[src/rtl/palindrome_word_filter_assert.svh]
// ----------------------------------------------------------------------------
// Assertion macros for the palindrome word filter
// Clocked checks that are switched off while reset is held.
// ----------------------------------------------------------------------------
`ifndef PALINDROME_WORD_FILTER_ASSERT_SVH
`define PALINDROME_WORD_FILTER_ASSERT_SVH

// The consequent must hold in the same cycle as the antecedent.
`define PWF_ASSERT_NOW(label, clk, rstn, ante, cons, msg) \
    label: assert property (@(posedge clk) disable iff (!(rstn)) (ante) |-> (cons)) \
        else $error(msg);

// The consequent must hold in the cycle after the antecedent.
`define PWF_ASSERT_NEXT(label, clk, rstn, ante, cons, msg) \
    label: assert property (@(posedge clk) disable iff (!(rstn)) (ante) |=> (cons)) \
        else $error(msg);

`endif

[src/rtl/pwf_pkg.sv]
// ----------------------------------------------------------------------------
// Palindrome word filter package
// Buffer sizes and the character classification helpers.
// ----------------------------------------------------------------------------
package pwf_pkg;

    localparam int MAX_WORD = 32;
    localparam int IDX_W    = $clog2(MAX_WORD);
    localparam int LEN_W    = $clog2(MAX_WORD + 1);

    localparam logic [7:0] CH_UP_A  = 8'h41;
    localparam logic [7:0] CH_LO_A  = 8'h61;
    localparam logic [7:0] CH_LO_Z  = 8'h7A;
    localparam logic [7:0] CH_DIG_0 = 8'h30;
    localparam logic [7:0] CH_DIG_9 = 8'h39;
    localparam logic [7:0] CASE_OFS = 8'h20;

    typedef logic [7:0]       char_t;
    typedef logic [IDX_W-1:0] idx_t;
    typedef logic [LEN_W-1:0] len_t;

    function automatic logic is_word_char(input char_t c);
        return (c inside {[CH_UP_A:CH_LO_Z]}) || (c inside {[CH_DIG_0:CH_DIG_9]});
    endfunction

    function automatic char_t fold_case(input char_t c);
        if (c inside {[CH_LO_A:CH_LO_Z]}) begin
            return c - CASE_OFS;
        end
        return c;
    endfunction

endpackage

[src/rtl/pwf_word_ram.sv]
// ----------------------------------------------------------------------------
// Word buffer RAM
// One write port and two read ports, read data registered.
// ----------------------------------------------------------------------------
module pwf_word_ram
    import pwf_pkg::*;
(
    input  logic  aclk,
    input  logic  wr_en,
    input  idx_t  wr_addr,
    input  char_t wr_data,
    input  logic  rd_en_a,
    input  idx_t  rd_addr_a,
    output char_t rd_data_a,
    input  logic  rd_en_b,
    input  idx_t  rd_addr_b,
    output char_t rd_data_b
);

    char_t mem [MAX_WORD];
    char_t rd_data_a_reg;
    char_t rd_data_b_reg;

    always_ff @(posedge aclk) begin
        if (wr_en) begin
            mem[wr_addr] <= wr_data;
        end
    end

    always_ff @(posedge aclk) begin
        if (rd_en_a) begin
            rd_data_a_reg <= mem[rd_addr_a];
        end
        if (rd_en_b) begin
            rd_data_b_reg <= mem[rd_addr_b];
        end
    end

    assign rd_data_a = rd_data_a_reg;
    assign rd_data_b = rd_data_b_reg;

endmodule

[src/rtl/palindrome_word_filter.sv]
// The word RAM read data is registered. At a word end of n characters the comparison reads
// the floor(n/2) character pairs in turn (S_CMP_RD) and checks each one (S_CMP_CHK),
// stopping at a mismatch; each byte of a palindrome is then read from the RAM (S_EMIT_RD)
// and loaded into the output register (S_EMIT_WR), which waits while the output holds a
// byte not yet taken. Input is taken only while no word is being checked or sent.
// Reset clears the control state and the output valid; the word RAM is not cleared.
// ----------------------------------------------------------------------------
// Palindrome word filter
// Gathers word characters into a RAM and streams out the palindromic words.
// ----------------------------------------------------------------------------
`include "palindrome_word_filter_assert.svh"

module palindrome_word_filter
    import pwf_pkg::*;
(
    input  logic       aclk,
    input  logic       aresetn,
    input  logic       s_tvalid,
    output logic       s_tready,
    input  logic [7:0] s_tdata,   // [7:0] char_in
    input  logic       s_tlast,   // end_of_text
    output logic       m_tvalid,
    input  logic       m_tready,
    output logic [7:0] m_tdata,   // [7:0] char_out
    output logic       m_tlast    // word_last
);

    typedef enum logic [4:0] {
        S_IDLE    = 5'b00001,
        S_CMP_RD  = 5'b00010,
        S_CMP_CHK = 5'b00100,
        S_EMIT_RD = 5'b01000,
        S_EMIT_WR = 5'b10000
    } state_t;

    state_t state_reg, state_next;
    len_t   len_reg, len_next;
    logic   ovf_reg, ovf_next;
    idx_t   idx_reg, idx_next;
    logic   m_tvalid_reg, m_tvalid_next;
    char_t  m_tdata_reg, m_tdata_next;
    logic   m_tlast_reg, m_tlast_next;

    logic   in_fire;
    logic   in_word;
    logic   buf_full;
    logic   wr_en;
    logic   word_end;
    logic   ovf_new;
    len_t   len_new;
    len_t   hi_addr;
    char_t  rd_data_a;
    char_t  rd_data_b;
    logic   pair_last;
    logic   byte_last;
    logic   out_load;

    assign s_tready = (state_reg == S_IDLE);
    assign in_fire  = s_tvalid && s_tready;
    assign in_word  = is_word_char(s_tdata);
    assign buf_full = (len_reg >= LEN_W'(MAX_WORD));
    assign wr_en    = in_fire && in_word && !buf_full;
    assign word_end = !in_word || s_tlast;
    assign ovf_new  = ovf_reg || (in_word && buf_full);
    assign len_new  = wr_en ? len_reg + LEN_W'(1) : len_reg;

    // Mirror index for the comparison: the partner of entry i is entry len-1-i.
    assign hi_addr   = len_reg - LEN_W'(1) - LEN_W'(idx_reg);
    assign pair_last = ((LEN_W'(idx_reg) + LEN_W'(1)) == (len_reg >> 1));
    assign byte_last = ((LEN_W'(idx_reg) + LEN_W'(1)) == len_reg);
    assign out_load  = (state_reg == S_EMIT_WR) && (!m_tvalid_reg || m_tready);

    pwf_word_ram u_ram (
        .aclk      (aclk),
        .wr_en     (wr_en),
        .wr_addr   (len_reg[IDX_W-1:0]),
        .wr_data   (s_tdata),
        .rd_en_a   ((state_reg == S_CMP_RD) || (state_reg == S_EMIT_RD)),
        .rd_addr_a (idx_reg),
        .rd_data_a (rd_data_a),
        .rd_en_b   (state_reg == S_CMP_RD),
        .rd_addr_b (hi_addr[IDX_W-1:0]),
        .rd_data_b (rd_data_b)
    );

    always_comb begin
        state_next    = state_reg;
        len_next      = len_reg;
        ovf_next      = ovf_reg;
        idx_next      = idx_reg;
        m_tvalid_next = m_tvalid_reg;
        m_tdata_next  = m_tdata_reg;
        m_tlast_next  = m_tlast_reg;

        if (m_tvalid_reg && m_tready) begin
            m_tvalid_next = 1'b0;
        end

        case (state_reg)
            S_IDLE: begin
                if (in_fire) begin
                    len_next = len_new;
                    ovf_next = ovf_new;
                    if (word_end) begin
                        idx_next = '0;
                        ovf_next = 1'b0;
                        if (!ovf_new && (len_new >= LEN_W'(2))) begin
                            state_next = S_CMP_RD;
                        end else begin
                            len_next = '0;
                        end
                    end
                end
            end
            S_CMP_RD: begin
                state_next = S_CMP_CHK;
            end
            S_CMP_CHK: begin
                if (fold_case(rd_data_a) != fold_case(rd_data_b)) begin
                    state_next = S_IDLE;
                    len_next   = '0;
                end else if (pair_last) begin
                    state_next = S_EMIT_RD;
                    idx_next   = '0;
                end else begin
                    state_next = S_CMP_RD;
                    idx_next   = idx_reg + IDX_W'(1);
                end
            end
            S_EMIT_RD: begin
                state_next = S_EMIT_WR;
            end
            S_EMIT_WR: begin
                if (out_load) begin
                    m_tvalid_next = 1'b1;
                    m_tdata_next  = rd_data_a;
                    m_tlast_next  = byte_last;
                    if (byte_last) begin
                        state_next = S_IDLE;
                        len_next   = '0;
                    end else begin
                        state_next = S_EMIT_RD;
                        idx_next   = idx_reg + IDX_W'(1);
                    end
                end
            end
            default: begin
                state_next = S_IDLE;
                len_next   = '0;
                ovf_next   = 1'b0;
            end
        endcase
    end

    always_ff @(posedge aclk) begin
        if (!aresetn) begin
            state_reg    <= S_IDLE;
            len_reg      <= '0;
            ovf_reg      <= 1'b0;
            idx_reg      <= '0;
            m_tvalid_reg <= 1'b0;
        end else begin
            state_reg    <= state_next;
            len_reg      <= len_next;
            ovf_reg      <= ovf_next;
            idx_reg      <= idx_next;
            m_tvalid_reg <= m_tvalid_next;
        end
    end

    always_ff @(posedge aclk) begin
        m_tdata_reg <= m_tdata_next;
        m_tlast_reg <= m_tlast_next;
    end

    assign m_tvalid = m_tvalid_reg;
    assign m_tdata  = m_tdata_reg;
    assign m_tlast  = m_tlast_reg;

    `PWF_ASSERT_NOW(a_len_bound, aclk, aresetn, 1'b1,
        len_reg <= LEN_W'(MAX_WORD), "word length beyond buffer")
    `PWF_ASSERT_NOW(a_busy_len, aclk, aresetn, state_reg != S_IDLE,
        (len_reg >= LEN_W'(2)) && !ovf_reg, "checking a word that cannot be a palindrome")
    `PWF_ASSERT_NEXT(a_last_done, aclk, aresetn, out_load && byte_last,
        (state_reg == S_IDLE) && (len_reg == '0), "word not released after its last byte")

endmodule

[config.mk]
export PLATFORM = sky130hd
export DESIGN_NAME = palindrome_word_filter
export DESIGN_NICKNAME = d
export VERILOG_FILES = /design/src/rtl/pwf_pkg.sv /design/src/rtl/pwf_word_ram.sv /design/src/rtl/palindrome_word_filter.sv
export VERILOG_INCLUDE_DIRS = /design/src /design/src/rtl
export SDC_FILE = /design/constraint.sdc
export NUM_CORES = 1
export LEC_CHECK = 0
export ABC_AREA = 0
export BUFFER_PORTS_ARGS = -buffer_cell sky130_fd_sc_hd__buf_4
export CAP_MARGIN = 30
export CORE_ASPECT_RATIO = 1.5
export CORE_MARGIN = 2
export CORE_UTILIZATION = 57
export CTS_CLUSTER_DIAMETER = 200
export DETAILED_ROUTE_END_ITERATION = 8
export PLACE_DENSITY = 0.83
export SLEW_MARGIN = 10
export SYNTH_ARGS = -nofsm -noshare
export SYNTH_HDL_FRONTEND = slang
export SYNTH_HIERARCHICAL = 1
export SYNTH_SLANG_ARGS = --single-unit
[constraint.sdc]
create_clock -name aclk -period 3.1 [get_ports aclk]
set_input_delay 0.155 -clock aclk [delete_from_list [all_inputs] [get_ports aclk]]
set_output_delay 0.155 -clock aclk [all_outputs]
set_load 0.005 [all_outputs]
==> run_results.csv <==
group,metric,value,unit
outcome,status,"finished, violations left",
outcome,violations,"setup timing",
sta,layout_min_cycle_time,3.39,ns
pwr,cell_internal_pwr,0.00680,W
sta,hold_violations,0,
setup_path,end_kind,"register",
sta,fmax,0.295,GHz
job,cap_violations,0,
pwr,p_leak,5.79,nW
placed_design,dp_slack,-0.336,ns
yosys,ys_seq_area_share,60.4,%
cts,cts_inserted_buffers,28,
drt,first_pass_iters,7,
yosys,yosysMostFrequentCell,"edfxtp_1",
cts,clockBufferDepth,3,
yosys,synth_common_cells,"281 x edfxtp_1, 160 x mux4_2, 57 x nor2_1",
final_layout,drive_gt1_share,41.1,%
sta,maxSlewViolCount,0,
floorplan,fp.dieW,135,um
sta,clock_skew,0.0151,ns
yosys,ys_types,68,
yosys,syn_avg_cell_area,18.4,um2
pwr,combPwrFrac,4.3,%
drt,via_per_inst,7.24,
yosys,synthTopCellsByArea,"edfxtp_1 58%, mux4_2 25%, dfxtp_1 2.5%",
yosys,synthSimpleGateAreaFrac,4.89,%
drt,wire_per_inst,32.6,um
floorplan,initial_core_util,58.0,%
cts,clk_latency,0.56,ns
pwr,design_power_total,0.00854,W
sta,rsz0062_at_grt,"yes",
floorplan,core,0.0251,mm2
setup_path,timing.rr.end,"u_ram/rd_data_b[6]",
setup_path,timing.rr.start,"idx_reg[0]",
yosys,ys_ff_latch,299,
placed_design,place_congestion,0.872,
global_routing,grt_usage,31.0,%
final_layout,largest_reg_flops,256,
cts,clkSlewWorstSetupHoldPaths,0.07,ns
pwr,vdd_ir_drop_max,0.000418,V
yosys,synth-async-reset-ratio,0,%
yosys,netlist_area,0.0146,mm2
hold_path,min_path_type,"primary input to register",
yosys,synth_top_area_share,57.9,%
setup_path,path_class,"register to register",
floorplan,die_h,200,um
sta,hold_ws,0.0151,ns
global_routing,grt_pass1_vias,9073,
pwr,power_frac_seq,51.7,%
sta,setup_ws,-0.287,ns
placed_design,portBuffers,23,
cts,cts_tree,"yes",
drt,postRouteAntennaNets,0,
setup_path,cp_max_fo,5,
sta,finalSetupViolations,8,
pwr,power.density,499,mW/mm2
sta,min_period_over_period,109,%
yosys,synthMuxAreaShare,26.1,%
setup_path,crit_start,"idx_reg[0]",
global_routing,grt_pass1_wl,59500,um
placed_design,hpwlAfterDp,26500,um
setup_path,r2r_slack,-0.29,ns
drt,drt_wl_total,41100,um
yosys,post-synth-top-area-cell,"edfxtp_1",
yosys,synth-xor-area-share,1.69,%
global_routing,overflow,0,
yosys,synth_top_family_by_area,"multiplexers",
global_routing,grt_antenna_before_repair,1,
sta,maxSlewHeadroom,32.1,%
floorplan,row_count,71,
cts,cts.sinks,299,
drt,via_count,9146,
cts,cts_root_buffer,"clkbuf_16",
yosys,yosys.area_share.adder,0.910,%
yosys,postSynthCellCount,792,
yosys,syn_nets,815,
pwr,p_switching,0.00174,W
yosys,ys_warn_count,6,
sta,fin_setup_tns,-2.08,ns
setup_path,worst_ep_required_time,3.41,ns
drt,first_iter_violations,1314,
yosys,synth_top_flop_cell,"edfxtp_1",
cts,htree_levels,1,
floorplan,die_area,0.0269,mm2
yosys,synth_edf_count,281,
final_layout,nets,934,
global_routing,grt_max_degree,69,
setup_path,r2r_cells,8,
final_layout,areaGrowthSynthToFinish,17.4,%
setup_path,worst_setup_path_start_kind,"register",
yosys,synth_compound_area_share,3.61,%
setup_path,cp.arrival,3.70,ns
floorplan,ios,24,
pwr,clock_power_share,44.0,%
drt,drc_errors,0,
setup_path,setup.worst_path.end,"u_ram/rd_data_b[6]",
pwr,p_sw_share,20.4,%
sta,worst_pin_slew,1.01,ns
final_layout,largest-register,"u_ram/mem",
[worst min path at each step]
stage | startpoint | endpoint | slack, ns | cells after the start
4_1_cts | m_tready | m_tvalid | 0.005 | 3
2_1_floorplan | s_tdata[0] | u_ram/mem[0][0] | 0.25 | 0
6_report | m_tready | m_tvalid | 0.02 | 3
5_1_grt | s_tdata[7] | u_ram/mem[29][7] | 0.04 | 1
3_3_place_gp | aresetn | state_reg[0] | 0.47 | 2
3_5_place_dp | aresetn | state_reg[0] | 0.47 | 2
[worst max-delay path, stage by stage (launching register included)]
cell and delay, ns:
dfxtp_4 0.37, inv_4 0.04, ha_4 0.17, fa_4 0.86, buf_12 0.17, buf_12 0.14, mux4_2 0.50, mux4_2 0.59
mux2_4 0.29
[stage by stage]
stage                     util, %  instances  instance area [um2]
final                        68.1       1263                17100
after global routing         68.1       1261                17100
after CTS                    67.7       1257                17000
after detailed placement     62.7       1194                15800
after global placement       62.6       1194                15700
after floorplan                 -        792                14600
[cell families (layout without fill, tap and decap cells)]
logic type | Yosys count | in the layout
muxes | 178 | 178
adders and majority gates | 10 | 10
and+or+nand+nor | 141 | 141
other | 0 | 2
buffers and inverters | 69 | 210
xor gates and xnor gates | 25 | 25
DFF | 299 | 299
AOI/OAI and AO/OA | 70 | 70
[per-layer routing]
metal | vias to the layer above | GRT usage (%) | share of wire [%]
met5 | - | 0 | 0
met4 | 0 | 17.2 | 7.8
met3 | 206 | 5.00 | 9.9
met2 | 775 | 54.8 | 52
met1 | 4605 | 36.1 | 31
li1 | 3560 | - | -
[cells in the final DEF, fill, tap and decap left out, types with 4 or more instances in the layout]
cell | netlist | final
and3_1 | 4 | 4
nand3b_1 | 8 | 8
clkinv_2 | 0 | 4
o21ai_0 | 8 | 7
o31ai_1 | 8 | 8
inv_6 | 0 | 4
bufinv_16 | 0 | 6
xor2_1 | 12 | 11
xnor2_1 | 11 | 9
dlygate4sd3_1 | 0 | 4
buf_12 | 0 | 10
nor2_1 | 57 | 57
mux2_2 | 16 | 12
or3_1 | 4 | 4
dfxtp_1 | 18 | 16
a21oi_1 | 18 | 18
mux2_4 | 0 | 4
inv_1 | 19 | 18
buf_6 | 5 | 4
a21o_1 | 4 | 4
clkbuf_16 | 0 | 32
nor3_1 | 5 | 5
buf_4 | 12 | 114
nor3b_1 | 4 | 4
ha_1 | 9 | 8
edfxtp_1 | 281 | 281
mux4_2 | 160 | 160
nand3_1 | 19 | 19
nand2_1 | 18 | 18
clkinvlp_4 | 0 | 5
[power by group through the flow]
stage / clock, W / combinational, W / sequential [W]
6_report: 0.00376 / 0.000364 / 0.00442
3_3_place_gp: 0 / 0.000311 / 0.00450
2_1_floorplan: 0 / 0.000168 / 0.00451
4_1_cts: 0.00379 / 0.000346 / 0.00442
3_5_place_dp: 0 / 0.000320 / 0.00450
5_1_grt: 0.00392 / 0.000380 / 0.00441
[cell type report]
class / count / area (um2)
Tap cell: 328 / 410
Timing Repair Buffer: 139 / 1310
Inverter: 19 / 73.8
Clock buffer: 30 / 729
Clock inverter: 22 / 289
Antenna cell: 2 / 5.00
Sequential cell: 299 / 8800
Fill cell: 1491 / 8030
Multi-Input combinational cell: 424 / 5490
[what timing repair did]
action | 4_1_cts | 5_1_grt
gates cloned | 3 | 3
setup buffers | 4 | 1
endpoints found under the setup margin | 25 | 32
pin swaps | 1 | 2
hold buffers | 4 | 0
resized for setup | 19 | 5
hold endpoints to repair | 59 | 0
Note: power is estimated with default switching activity, not from simulation.
